[config.mk]
export PLATFORM = sky130hd
export DESIGN_NAME = epoch_seconds_to_calendar_core
export DESIGN_NICKNAME = d
export VERILOG_FILES = /design/src/sv/esc_pkg.sv /design/src/sv/esc_div.sv /design/src/sv/epoch_seconds_to_calendar_core.sv
export VERILOG_INCLUDE_DIRS = /design/src /design/src/sv
export SDC_FILE = /design/constraint.sdc
export NUM_CORES = 2
export LEC_CHECK = 0
export BUFFER_PORTS_ARGS = -buffer_cell sky130_fd_sc_hd__buf_4
export CAP_MARGIN = 15
export CORE_MARGIN = 3
export CORE_UTILIZATION = 35
export CTS_CLUSTER_SIZE = 14
export DETAILED_ROUTE_END_ITERATION = 6
export PLACE_DENSITY = 0.58
export SETUP_SLACK_MARGIN = 0.3
export SLEW_MARGIN = 5
export SYNTH_ARGS = -nofsm -noshare
export SYNTH_HDL_FRONTEND = slang
export SYNTH_SLANG_ARGS = --single-unit
[constraint.sdc]
create_clock -name clk -period 15.8 [get_ports clk]
set_input_delay 3.95 -clock clk [delete_from_list [all_inputs] [get_ports clk]]
set_output_delay 3.95 -clock clk [all_outputs]
set_load 0.005 [all_outputs]
[src/sv/epoch_seconds_to_calendar_core_assert.svh]
// Assertion macros shared by the calendar conversion RTL.
`ifndef EPOCH_SECONDS_TO_CALENDAR_CORE_ASSERT_SVH
`define EPOCH_SECONDS_TO_CALENDAR_CORE_ASSERT_SVH

// Same-cycle implication, checked on clk and disabled while rst_n is low.
`define ESC_ASSERT_IMP(lbl, ante, cons, msg) \
  lbl: assert property (@(posedge clk) disable iff (!rst_n) (ante) |-> (cons)) \
    else $error(msg);

// Next-cycle implication, checked on clk and disabled while rst_n is low.
`define ESC_ASSERT_NXT(lbl, ante, cons, msg) \
  lbl: assert property (@(posedge clk) disable iff (!rst_n) (ante) |=> (cons)) \
    else $error(msg);

`endif

[src/sv/esc_pkg.sv]
// Types, constants and calendar helpers for the epoch-to-calendar converter.
package esc_pkg;

  // Divider datapath widths.
  localparam int DIV_W  = 33;
  localparam int DEN_W  = 17;
  localparam int QUO_W  = 16;
  localparam int MUL_W  = 27;
  localparam int PROD_W = 2 * MUL_W;
  localparam int SH_W   = 6;

  // Constant divisors.
  localparam logic [DEN_W-1:0] SEC_PER_DAY   = 17'd86400;
  localparam logic [DEN_W-1:0] SEC_PER_HOUR  = 17'd3600;
  localparam logic [DEN_W-1:0] SEC_PER_MIN   = 17'd60;
  localparam logic [DEN_W-1:0] DAYS_PER_WEEK = 17'd7;

  // Reciprocals for the constant divisions. The dividend, shifted right past
  // the power-of-two factor of the divisor, is multiplied by ceil(2^s / d) for
  // the odd part d and shifted right by s. For each pass the rounding error
  // times the largest shifted dividend stays below 2^s, so the quotient is exact.
  localparam logic [MUL_W-1:0] MAGIC_DAY  = 27'd101806633; // 86400 = 128 * 675
  localparam logic [SH_W-1:0]  SH_DAY     = 6'd36;
  localparam logic [MUL_W-1:0] MAGIC_HOUR = 27'd9321;      // 3600 = 16 * 225
  localparam logic [SH_W-1:0]  SH_HOUR    = 6'd21;
  localparam logic [MUL_W-1:0] MAGIC_MIN  = 27'd1093;      // 60 = 4 * 15
  localparam logic [SH_W-1:0]  SH_MIN     = 6'd14;
  localparam logic [MUL_W-1:0] MAGIC_WEEK = 27'd74899;
  localparam logic [SH_W-1:0]  SH_WEEK    = 6'd19;

  localparam logic [11:0]       BASE_YEAR   = 12'd1970;
  localparam logic [11:0]       SKIP_LEAP   = 12'd2100;
  localparam logic signed [4:0] OFFSET_RST  = 5'sd8;
  localparam logic [3:0]        MONTH_JAN   = 4'd1;
  localparam logic [3:0]        MONTH_FEB   = 4'd2;
  localparam logic [3:0]        MONTH_DEC   = 4'd12;

  // Request to the shared divider.
  typedef struct packed {
    logic             start;
    logic [MUL_W-1:0] recip_in;
    logic [MUL_W-1:0] magic;
    logic [SH_W-1:0]  shift;
    logic [DIV_W-1:0] dividend;
    logic [DEN_W-1:0] divisor;
  } div_req_t;

  // Response from the shared divider.
  typedef struct packed {
    logic             busy;
    logic             done;
    logic [QUO_W-1:0] quot;
    logic [DEN_W-1:0] rem;
  } div_rsp_t;

  // Divider steps.
  typedef enum logic [2:0] {
    DV_IDLE,
    DV_QUO,
    DV_SHIFT,
    DV_BACK,
    DV_REM
  } dv_phase_t;

  // Conversion sequencer states.
  typedef enum logic [2:0] {
    ST_IDLE,
    ST_DAY,
    ST_HOUR,
    ST_MIN,
    ST_WEEK,
    ST_YEAR,
    ST_MONTH,
    ST_DONE
  } esc_state_t;

  // Gregorian leap rule for the reachable years 1970..2106, where 2000 is
  // the only century year divisible by 400 and 2100 the only one that is not.
  function automatic logic is_leap(input logic [11:0] y);
    return (y[1:0] == 2'b00) && (y != SKIP_LEAP);
  endfunction

  // Length of a month in days.
  function automatic logic [4:0] month_len(input logic [3:0] m, input logic leap);
    logic [4:0] len;
    case (m) inside
      4'd1, 4'd3, 4'd5, 4'd7, 4'd8, 4'd10, 4'd12: len = 5'd31;
      4'd4, 4'd6, 4'd9, 4'd11:                    len = 5'd30;
      MONTH_FEB:                                  len = leap ? 5'd29 : 5'd28;
      default:                                    len = 5'd31;
    endcase
    return len;
  endfunction

endpackage

[src/sv/esc_div.sv]
// Shared constant divider: reciprocal multiply, shift, then multiply back for the remainder.
`include "epoch_seconds_to_calendar_core_assert.svh"

module esc_div
  import esc_pkg::*;
(
  input  logic     clk,
  input  logic     rst_n,
  input  div_req_t req,
  output div_rsp_t rsp
);

  dv_phase_t         phase_r, phase_nxt;
  logic              done_r, done_nxt;
  logic [MUL_W-1:0]  x_r;
  logic [MUL_W-1:0]  magic_r;
  logic [SH_W-1:0]   shift_r;
  logic [DIV_W-1:0]  dvd_r;
  logic [DEN_W-1:0]  den_r;
  logic [PROD_W-1:0] prod_r, prod_nxt;
  logic [QUO_W-1:0]  quo_r, quo_nxt;
  logic [DEN_W-1:0]  rem_r, rem_nxt;

  logic [MUL_W-1:0]  mul_a;
  logic [MUL_W-1:0]  mul_b;
  logic [PROD_W-1:0] mul_p;
  logic [PROD_W-1:0] prod_sh;
  logic [DIV_W-1:0]  back_diff;

  // The one multiplier, shared by the reciprocal and the multiply-back steps.
  assign mul_p     = {{MUL_W{1'b0}}, mul_a} * {{MUL_W{1'b0}}, mul_b};
  assign prod_sh   = prod_r >> shift_r;
  assign back_diff = dvd_r - prod_r[DIV_W-1:0];

  // Step sequence: each pass runs through DV_QUO, DV_SHIFT, DV_BACK and DV_REM, then done pulses once.
  always_comb begin
    phase_nxt = phase_r;
    unique case (phase_r)
      DV_IDLE:  if (req.start) phase_nxt = DV_QUO;
      DV_QUO:   phase_nxt = DV_SHIFT;
      DV_SHIFT: phase_nxt = DV_BACK;
      DV_BACK:  phase_nxt = DV_REM;
      DV_REM:   phase_nxt = DV_IDLE;
      default:  phase_nxt = DV_IDLE;
    endcase
  end

  // Step outputs: multiplier operands and the next datapath values.
  always_comb begin
    mul_a    = x_r;
    mul_b    = magic_r;
    prod_nxt = prod_r;
    quo_nxt  = quo_r;
    rem_nxt  = rem_r;
    done_nxt = 1'b0;
    unique case (phase_r)
      DV_IDLE:  ;
      DV_QUO:   prod_nxt = mul_p;
      DV_SHIFT: quo_nxt  = prod_sh[QUO_W-1:0];
      DV_BACK: begin
        mul_a    = {{(MUL_W-QUO_W){1'b0}}, quo_r};
        mul_b    = {{(MUL_W-DEN_W){1'b0}}, den_r};
        prod_nxt = mul_p;
      end
      DV_REM: begin
        rem_nxt  = back_diff[DEN_W-1:0];
        done_nxt = 1'b1;
      end
      default: ;
    endcase
  end

  // Control registers.
  always_ff @(posedge clk) begin
    if (!rst_n) begin
      phase_r <= DV_IDLE;
      done_r  <= 1'b0;
    end else begin
      phase_r <= phase_nxt;
      done_r  <= done_nxt;
    end
  end

  // Operand and datapath registers.
  always_ff @(posedge clk) begin
    if (req.start) begin
      x_r     <= req.recip_in;
      magic_r <= req.magic;
      shift_r <= req.shift;
      dvd_r   <= req.dividend;
      den_r   <= req.divisor;
    end
    prod_r <= prod_nxt;
    quo_r  <= quo_nxt;
    rem_r  <= rem_nxt;
  end

  assign rsp.busy = (phase_r != DV_IDLE);
  assign rsp.done = done_r;
  assign rsp.quot = quo_r;
  assign rsp.rem  = rem_r;

  // A new division never starts while one is running.
  `ESC_ASSERT_IMP(a_no_start_busy, req.start, phase_r == DV_IDLE, "divider started while busy")
  // Done lasts one cycle only.
  `ESC_ASSERT_NXT(a_done_pulse, done_r, !done_r, "divider done held")
  // The end of a run always reports done.
  `ESC_ASSERT_IMP(a_fall_done, $fell(rsp.busy), done_r, "divider stopped without done")
  // The finished remainder lies below the divisor.
  `ESC_ASSERT_IMP(a_rem_bound, done_r, rem_r < den_r, "divider remainder out of range")

endmodule

[src/sv/epoch_seconds_to_calendar_core.sv]
// Top level: converts Unix seconds to local calendar date and time.
//
// Input channel in_*: one request per item, in_tdata is the 32-bit count of
// seconds since 1970-01-01 00:00:00 UTC. Result channel out_*: one result per
// request. The configured offset in whole hours (cfg_wdata, signed) is added
// to the time before it is split; a local time before the epoch gives the
// epoch itself with out_tuser set.
// Steps: the four constant divisions (day, hour, minute, weekday) run in turn
// in the shared reciprocal divider; the year loop then removes one whole year
// per cycle (up to 136), the month walk one whole month per cycle (up to 11),
// and the output register is loaded last. One request is converted at a time
// and in_tready is high only while the sequencer idles, so a new request is
// taken only after the last result has been loaded into the output register.
// The result sits in an output register, so the next request is taken while
// a result still waits on out_tready; a stalled receiver only holds the
// sequencer once a second result is ready.
// Reset (rst_n low, synchronous) empties the block and sets the offset to +8.
`include "epoch_seconds_to_calendar_core_assert.svh"

module epoch_seconds_to_calendar_core
  import esc_pkg::*;
(
  input  logic        clk,
  input  logic        rst_n,
  // Configuration: utc_offset_hours, signed.
  input  logic        cfg_we,
  input  logic [4:0]  cfg_wdata,
  // Input: [31:0] epoch_seconds.
  input  logic        in_tvalid,
  output logic        in_tready,
  input  logic [31:0] in_tdata,
  // Result.
  output logic        out_tvalid,
  input  logic        out_tready,
  // [11:0] year, [15:12] month, [20:16] day_of_month, [25:21] hour,
  // [31:26] minute, [37:32] second, [40:38] weekday, [47:41] zero.
  output logic [47:0] out_tdata,
  // [0] clamped.
  output logic        out_tuser
);

  esc_state_t        state_r, state_nxt;
  logic signed [4:0] off_r;
  logic              clamped_r, clamped_nxt;
  logic [15:0]       days_r, days_nxt;
  logic [15:0]       doy_r, doy_nxt;
  logic [11:0]       year_r, year_nxt;
  logic [3:0]        month_r, month_nxt;
  logic [4:0]        hour_r, hour_nxt;
  logic [5:0]        min_r, min_nxt;
  logic [5:0]        sec_r, sec_nxt;
  logic [2:0]        wday_r, wday_nxt;
  logic              out_valid_r, out_valid_nxt;
  logic [47:0]       out_data_r, out_data_nxt;
  logic              out_user_r, out_user_nxt;

  div_req_t          div_req;
  div_rsp_t          div_rsp;

  logic              in_fire;
  logic              out_load;
  logic signed [17:0] ofs_sec;
  logic signed [33:0] local_s;
  logic              before_epoch;
  logic [DIV_W-1:0]  t_loc;
  logic              leap;
  logic [8:0]        ylen;
  logic [4:0]        mlen;

  assign in_tready = (state_r == ST_IDLE);
  assign in_fire   = in_tvalid && in_tready;
  assign out_load  = (state_r == ST_DONE) && (!out_valid_r || out_tready);

  // Local time: the offset in seconds added to the unsigned count, clamped at zero.
  assign ofs_sec      = $signed({{13{off_r[4]}}, off_r}) * $signed(18'sd3600);
  assign local_s      = $signed({2'b00, in_tdata}) + $signed({{16{ofs_sec[17]}}, ofs_sec});
  assign before_epoch = local_s[33];
  assign t_loc        = before_epoch ? '0 : local_s[DIV_W-1:0];

  // Year and month lengths for the current walk position.
  assign leap = is_leap(year_r);
  assign ylen = leap ? 9'd366 : 9'd365;
  assign mlen = month_len(month_r, leap);

  esc_div u_div (
    .clk  (clk),
    .rst_n(rst_n),
    .req  (div_req),
    .rsp  (div_rsp)
  );

  // Sequencer next state.
  always_comb begin
    state_nxt = state_r;
    unique case (state_r)
      ST_IDLE:  if (in_fire)      state_nxt = ST_DAY;
      ST_DAY:   if (div_rsp.done) state_nxt = ST_HOUR;
      ST_HOUR:  if (div_rsp.done) state_nxt = ST_MIN;
      ST_MIN:   if (div_rsp.done) state_nxt = ST_WEEK;
      ST_WEEK:  if (div_rsp.done) state_nxt = ST_YEAR;
      ST_YEAR:  if (doy_r < {7'd0, ylen}) state_nxt = ST_MONTH;
      ST_MONTH: begin
        if (month_r == MONTH_DEC || doy_r < {11'd0, mlen}) state_nxt = ST_DONE;
      end
      ST_DONE:  if (out_load)     state_nxt = ST_IDLE;
      default:  state_nxt = ST_IDLE;
    endcase
  end

  // Sequencer outputs: divider requests and the captured fields.
  always_comb begin
    div_req       = '0;
    clamped_nxt   = clamped_r;
    days_nxt      = days_r;
    doy_nxt       = doy_r;
    year_nxt      = year_r;
    month_nxt     = month_r;
    hour_nxt      = hour_r;
    min_nxt       = min_r;
    sec_nxt       = sec_r;
    wday_nxt      = wday_r;
    out_valid_nxt = out_valid_r && !out_tready;
    out_data_nxt  = out_data_r;
    out_user_nxt  = out_user_r;
    unique case (state_r)
      ST_IDLE: begin
        // Day count: the low seven bits drop out of the 128 in 86400.
        if (in_fire) begin
          clamped_nxt      = before_epoch;
          div_req.start    = 1'b1;
          div_req.recip_in = {1'b0, t_loc[DIV_W-1:7]};
          div_req.magic    = MAGIC_DAY;
          div_req.shift    = SH_DAY;
          div_req.dividend = t_loc;
          div_req.divisor  = SEC_PER_DAY;
        end
      end
      ST_DAY: begin
        // Hour: the low four bits drop out of the 16 in 3600.
        if (div_rsp.done) begin
          days_nxt         = div_rsp.quot;
          div_req.start    = 1'b1;
          div_req.recip_in = {14'd0, div_rsp.rem[16:4]};
          div_req.magic    = MAGIC_HOUR;
          div_req.shift    = SH_HOUR;
          div_req.dividend = {{(DIV_W-DEN_W){1'b0}}, div_rsp.rem};
          div_req.divisor  = SEC_PER_HOUR;
        end
      end
      ST_HOUR: begin
        // Minute: the low two bits drop out of the 4 in 60.
        if (div_rsp.done) begin
          hour_nxt         = div_rsp.quot[4:0];
          div_req.start    = 1'b1;
          div_req.recip_in = {17'd0, div_rsp.rem[11:2]};
          div_req.magic    = MAGIC_MIN;
          div_req.shift    = SH_MIN;
          div_req.dividend = {21'd0, div_rsp.rem[11:0]};
          div_req.divisor  = SEC_PER_MIN;
        end
      end
      ST_MIN: begin
        if (div_rsp.done) begin
          min_nxt          = div_rsp.quot[5:0];
          sec_nxt          = div_rsp.rem[5:0];
          div_req.start    = 1'b1;
          div_req.recip_in = {11'd0, days_r};
          div_req.magic    = MAGIC_WEEK;
          div_req.shift    = SH_WEEK;
          div_req.dividend = {17'd0, days_r};
          div_req.divisor  = DAYS_PER_WEEK;
        end
      end
      ST_WEEK: begin
        if (div_rsp.done) begin
          wday_nxt = div_rsp.rem[2:0];
          doy_nxt  = days_r;
          year_nxt = BASE_YEAR;
        end
      end
      ST_YEAR: begin
        // Remove one whole year per cycle.
        if (doy_r < {7'd0, ylen}) begin
          month_nxt = MONTH_JAN;
        end else begin
          doy_nxt  = doy_r - {7'd0, ylen};
          year_nxt = year_r + 12'd1;
        end
      end
      ST_MONTH: begin
        // Remove one whole month per cycle; December takes the rest.
        if (!(month_r == MONTH_DEC || doy_r < {11'd0, mlen})) begin
          doy_nxt   = doy_r - {11'd0, mlen};
          month_nxt = month_r + 4'd1;
        end
      end
      ST_DONE: begin
        if (out_load) begin
          out_valid_nxt = 1'b1;
          out_data_nxt  = {7'd0, wday_r, sec_r, min_r, hour_r,
                           doy_r[4:0] + 5'd1, month_r, year_r};
          out_user_nxt  = clamped_r;
        end
      end
      default: ;
    endcase
  end

  // Control registers.
  always_ff @(posedge clk) begin
    if (!rst_n) begin
      state_r     <= ST_IDLE;
      off_r       <= OFFSET_RST;
      out_valid_r <= 1'b0;
    end else begin
      state_r     <= state_nxt;
      out_valid_r <= out_valid_nxt;
      if (cfg_we) begin
        off_r <= $signed(cfg_wdata);
      end
    end
  end

  // Payload registers.
  always_ff @(posedge clk) begin
    clamped_r  <= clamped_nxt;
    days_r     <= days_nxt;
    doy_r      <= doy_nxt;
    year_r     <= year_nxt;
    month_r    <= month_nxt;
    hour_r     <= hour_nxt;
    min_r      <= min_nxt;
    sec_r      <= sec_nxt;
    wday_r     <= wday_nxt;
    out_data_r <= out_data_nxt;
    out_user_r <= out_user_nxt;
  end

  assign out_tvalid = out_valid_r;
  assign out_tdata  = out_data_r;
  assign out_tuser  = out_user_r;

  // The divider is idle whenever a new request can be taken.
  `ESC_ASSERT_IMP(a_idle_div, in_tready, !div_rsp.busy, "divider busy while idle")
  // Divider results only arrive during the division passes.
  `ESC_ASSERT_IMP(a_done_state, div_rsp.done,
                  state_r == ST_DAY || state_r == ST_HOUR || state_r == ST_MIN ||
                  state_r == ST_WEEK, "divider done outside a division pass")
  // The month walk stays within the year.
  `ESC_ASSERT_IMP(a_month_range, state_r == ST_MONTH || state_r == ST_DONE,
                  month_r >= MONTH_JAN && month_r <= MONTH_DEC, "month out of range")
  // A shown result holds a real calendar position.
  `ESC_ASSERT_IMP(a_out_range, out_valid_r,
                  out_data_r[11:0] <= 12'd2106 && out_data_r[25:21] <= 5'd23 &&
                  out_data_r[40:38] <= 3'd6, "result out of range")

endmodule
Word level (Yosys, flattened, before mapping)
Cells that the tools add are included.

storage, ports and cells
  flip-flop bits (word level) = 305
  latch bits = 0
  RAM bits = 0
  ROM bits = 0
  input port bits = 42
  output and inout bits = 51
  memories = 0

operators by class
  $add $sub $neg = 7
  $mul = 2
  div/mod/pow operators = 0
  magnitude comparators = 2
  equality and inequality tests = 35
  shift-type cells = 1
  muxes and demuxes = 37
  bitwise gates (word level) = 0
  reduce and logical (&&, ||, !) cells = 27

operators by type and width
  operator                                             count
  two-way mux 111 bit                                  4
  one-hot mux 111 bit (4 select lines)                 1
  multiplier 27 x 27 -> 54 bit                         1
  two-way mux 27 bit                                   2
  >> shifter 54 x 6 -> 16 bit                          1
  two-way mux 16 bit                                   3
  one-hot mux 16 bit (3 select lines)                  1
  adder 33 x 18 -> 34 bit                              1
  two-way mux 33 bit                                   1
  two-way mux 3 bit                                    9
  two-way mux 12 bit                                   2
  one-hot mux 12 bit (2 select lines)                  1
  one-hot mux 3 bit (8 select lines)                   1
  equality test 4 bit, second input constant           5
  subtractor 17 bit                                    1
  equality test 4 x 3 -> 1 bit, second input constant  4
  < comparator 16 x 5 -> 1 bit                         1
  < comparator 16 x 9 -> 1 bit                         1
  subtractor 16 x 5 -> 16 bit                          1
  subtractor 16 x 9 -> 16 bit                          1
  equality test 3 bit, second input constant           5
  multiplier 5 x 9 -> 14 bit, second input constant    1
  adder 12 x 1 -> 12 bit, second input constant        1
  equality test 3 x 2 -> 1 bit, second input constant  4
  27 further kinds                                     58

Depth between registers and ports, before layout
  depth in word-level cells = 10
  depth in mapped cells = 31
  gate-level depth less buffers = 29

Modules after synthesis
Synthesis repeated with hierarchy kept, for this count alone.

unflattened totals
  cells, all modules = 4344
  area total of the unflattened synthesis = 41469.8 um^2

by module, submodules not included
  module                          instances  cells an instance  area an instance (um^2)  seq. area each (um^2)
  esc_div                         1          3502               33168.1                  5515.3
  epoch_seconds_to_calendar_core  1          842                8301.7                   3513.4

Least setup slack after synthesis
No wires, ideal clock.

  path kind = flip-flop to flip-flop
  start = reg u_div.phase_r[0]
  end = reg u_div.prod_r[49] (data pin)
  library setup time = 0.263 ns
  data arrival time = 7.547 ns
  required time = 15.537 ns
  path slack = 7.990 ns
  cell stages (with the launch flop) = 29
  path buffers = 2
  period minus slack after synthesis = 7.810 ns
  cells stage by stage = dfxtp_1 -> and3b_1 -> clkbuf_1 -> clkbuf_1 -> mux2i_1 -> nor2_1 -> fa_1 -> fa_1 -> inv_1 -> fa_1 -> inv_1 -> fa_1 -> inv_1 -> fa_1 -> inv_1 -> fa_1 -> inv_1 -> fa_1 -> inv_1 -> ha_1 -> nand4_1 -> or4_1 -> o22ai_1 -> o31ai_1 -> a31oi_2 -> a21boi_1 -> o21ai_0 -> a31oi_1 -> xnor2_1

on the way
  cells in the longest elaborated chain, start to end = 3
  elaborated cells between the ends (all ways) = 4
  classes of those cells = mul: 1; eq/ne: 1; mux: 2

ends and longest elaborated chain
  item                            line           RTL
  start, declared                 esc_div.sv:13  dv_phase_t phase_r, phase_nxt;
  start signal, assigned          esc_div.sv:79  phase_r <= phase_nxt;
  equality test 3 x 2 -> 1 bit *  esc_div.sv:56  unique case (phase_r)
  two-way mux 27 bit              esc_div.sv:56
  multiplier 27 x 27 -> 54 bit *  esc_div.sv:31  assign mul_p = {{MUL_W{1'b0}}, mul_a} * {{MUL_W{1'b0}}, mul_b};
  named net u_div.mul_p[49]       esc_div.sv:26  logic [PROD_W-1:0] mul_p;
  end signal, assigned            esc_div.sv:93  prod_r <= prod_nxt;
  end, declared                   esc_div.sv:20  logic [PROD_W-1:0] prod_r, prod_nxt;

Mark *: on every way through the listed nets, which the timed path passes. The rest lies on a longest branch.
A chain may end at the register's enable or synchronous reset.

Worst setup path in the final report
Same ends and word-level chain as after synthesis.

==> impl_metrics.csv <==
group,metric,value,unit
status,status,"finished clean",
setup_path,critical-path-top-cell-by-count,"fa_1",
detailed_routing,drt-pass1-iter-count,5,
synth,synth_seq_cells,267,
placement,detailedPlacementHpwl,72100,um
global_route,grt_max_degree,78,
floorplan,row_count,112,
clocking,cts.path.max_buffers,3,
timing,final_hold_violation_count,0,
global_route,global_route_wire_length_before_repair,135000,um
global_route,grt_usage,17.6,%
cells_and_area,multi_input_comb_area,22300,um2
synth,ys_seq_area_share,23.7,%
detailed_routing,ant_nets,0,
synth,post_synth_xor_area_fraction,3.03,%
setup_path,critical_path_maximum_fanout,26,
setup_path,crit_slowest_cell,"nor2_1",
clocking,cts_tree,"built",
cells_and_area,n_fill_cell,9386,
synth,yosys.area_share.simple,11.5,%
clocking,depth_of_the_cts_h_tree,1,
setup_path,cpPeakStageDelay,1040,ps
placement,placement.io_buffers,85,
timing,totalNegativeSetupSlack,0,ps
synth,postSynthAreaPerCell,9.73,um2
synth,netlist-cell-type-count,80,
detailed_routing,post_drt_via_cell_ratio,5.12,
synth,synth_mux_area_share,4.96,%
synth,synth_area_leader_cell,"fa_1",
detailed_routing,initialDrtViolationCount,2085,
cells_and_area,count_of_nets_after_finishing,4249,
synth,synth_enable_flop_cells,254,
run,max_cap_violations,0,
synth,synth_top_family_by_area,"adder cells",
synth,synth_area_leaders,"fa_1, edfxtp_1, ha_1, inv_1, nand2_1",
placement,gp_congestion,0.915,
setup_path,crit_path_start_kind,"register",
timing,minimum_clock_period,9570,ps
synth,synth_compound_area_share,9.78,%
timing,grt_setup_unrepaired,"no",
floorplan,die-height,314,um
setup_path,setup.worst_path.class,"reg2reg",
detailed_routing,num_vias,24200,
timing,rel_slew_slack,21.7,%
setup_path,cp-end-kind,"register",
clocking,cts_root_buf,"clkbuf_16",
synth,yosys_warn_count,0,
clocking,cts.repair.resized,0,
timing,finalSetupViolations,0,
clocking,tritoncts_num_sinks,267,
synth,post_synth_fa_ha_maj_area_fraction,37.5,%
worst_hold_path,timing.hold.worst.class,"reg2reg",
setup_path,worst-endpoint-required,16150,ps
clocking,cts.clk_slew.worst_paths,60,ps
global_route,grt_pass1_vias,23600,
timing,finalClockSkew,19.8,ps
global_route,grt_overflow_total,0,
floorplan,die_w,314,um
cells_and_area,areaGrowthSynthToFinish,9.09,%
floorplan,start_util,35.4,%
timing,fmax,0.105,GHz
detailed_routing,remaining_drc_errors,0,
cells_and_area,drive_above_1_share,7.13,%
detailed_routing,routedWlPerCell,18.5,um
cells_and_area,antenna_cells_inserted,0,
cells_and_area,layout.cells.most_common,"inv_1",
synth,post-synth-top-area-fraction,24.1,%
floorplan,floorplan.io_pins,93,
cells_and_area,layout_common_cells,"inv_1, fa_1, nand2_1",
detailed_routing,postRouteWirelength,87300,um
setup_path,timing.critical_path.arrival,9920,ps
synth,area_of_the_mapped_netlist,33200,um2
synth,async_set_or_reset_register_ratio_after_synthesis,0,%
clocking,postCtsHoldBufs,0,
cells_and_area,area.sequential,7890,um2
timing,tightestPinTransition,1170,ps
floorplan,core_area,93700,um2
synth,synth-main-ff-cell,"edfxtp_1",
floorplan,die_area,98700,um2
clocking,number_of_buffers_inserted_during_clock_tree_synthesis,31,
timing,slew_violations,0,
clocking,clkLatencyLatePin,610,ps
synth,postSynthCellCount,3414,
timing,layout_worst_path_cycle_share,60.6,%
global_route,initial_antenna_violation_count,1,
clocking,cts.repair_timing.setup_buffer_count,0,
setup_path,r2r_slack,6230,ps
-- cell type report --
type	count	area share (%)
flip-flops and latches	267	21.8
multi-input cells	2352	61.6
clock buffers	36	2.19
repair buffers	110	2.31
clock inverters	22	0.656
inverters	689	7.13
well taps	1254	4.33
-- critical path, delay by kind of cell, from the launching register on --
family                   cells  cell delay, ps
buffers and inverters        6             290
flip-flops                   1             500
XOR/XNOR                     1             150
adder cells (fa/ha/maj)      8            3850
AND/OR/NAND/NOR              6            2840
AO/OA/AOI/OAI                6            1700
-- layer usage --
metal	track usage (%)	up-vias	routed length, um
li1	-	11300	-
met1	24.5	11900	37700
met2	27.9	830	40000
met3	3.04	128	6580
met4	5.71	0	3030
met5	0	-	0
-- logic make-up (layout without fill, tap and decap cells) --
family | Yosys count | after routing
AOI/OAI and AO/OA | 493 | 493
xor gates and xnor gates | 115 | 115
adders and majority gates | 756 | 756
buffers and inverters | 820 | 857
DFF | 267 | 267
muxes | 120 | 120
other | 2 | 27
and+or+nand+nor | 841 | 841
-- cells in the mapped netlist (7+ instances only) --
master / count
nor2_1: 192
buf_4: 7
a21oi_1: 149
clkbuf_1: 100
and2_1: 24
a31oi_1: 22
buf_1: 13
o21ai_1: 17
xor2_1: 32
a21o_1: 58
dfxtp_1: 13
or2_2: 15
mux4_2: 34
nor3_1: 16
nand3_1: 34
nand2b_1: 23
and3_1: 90
o211ai_1: 10
o221ai_2: 8
o21ai_0: 68
nand2_1: 379
nand4_1: 13
or3_1: 11
o221ai_1: 12
buf_2: 8
fa_1: 400
mux2i_1: 77
nor2b_1: 25
ha_1: 356
a211oi_1: 33
edfxtp_1: 254
o21a_1: 11
o21bai_1: 13
a22oi_1: 13
o22ai_1: 24
xnor2_1: 83
inv_1: 687
o31ai_1: 7
mux2_2: 8
-- registers in the layout (all words and copies together) (netlist names), 5 cells and up --
signal         flops
days_r            16
doy_r             16
hour_r             5
min_r              6
off_r              5
out_tdata         41
sec_r              6
u_div.dvd_r       17
u_div.magic_r      8
u_div.prod_r      54
u_div.quo_r       16
u_div.rem_r       17
u_div.x_r         26
year_r            12
-- per-stage QoR --
step / cells / area, um2 / setup WS, ps / utilization, % / hold WS, ps
final: 4730 / 36300 / 6230 / 38.7 / 417
after global routing: 4730 / 36300 / 5670 / 38.7 / 425
after CTS: 4729 / 36200 / 6360 / 38.6 / 419
after detailed placement: 4671 / 35200 / 6390 / 37.5 / 405
after global placement: 4671 / 35200 / 6690 / 37.5 / 403
after floorplan: 3439 / 33300 / 7990 / - / 400
-- path summary, 6_finish.rpt --
check                   start                to  cells past startpoint
max          u_div.phase_r[0]  u_div.prod_r[49]                     27
min                  min_r[5]     out_tdata[31]                      0
max reg2reg  u_div.phase_r[0]  u_div.prod_r[49]                     27
min reg2reg          min_r[5]     out_tdata[31]                      0
Power is left out: the tool's default activity adds up to more than one toggle a clock period on the data nets, which glitch-free logic cannot reach.
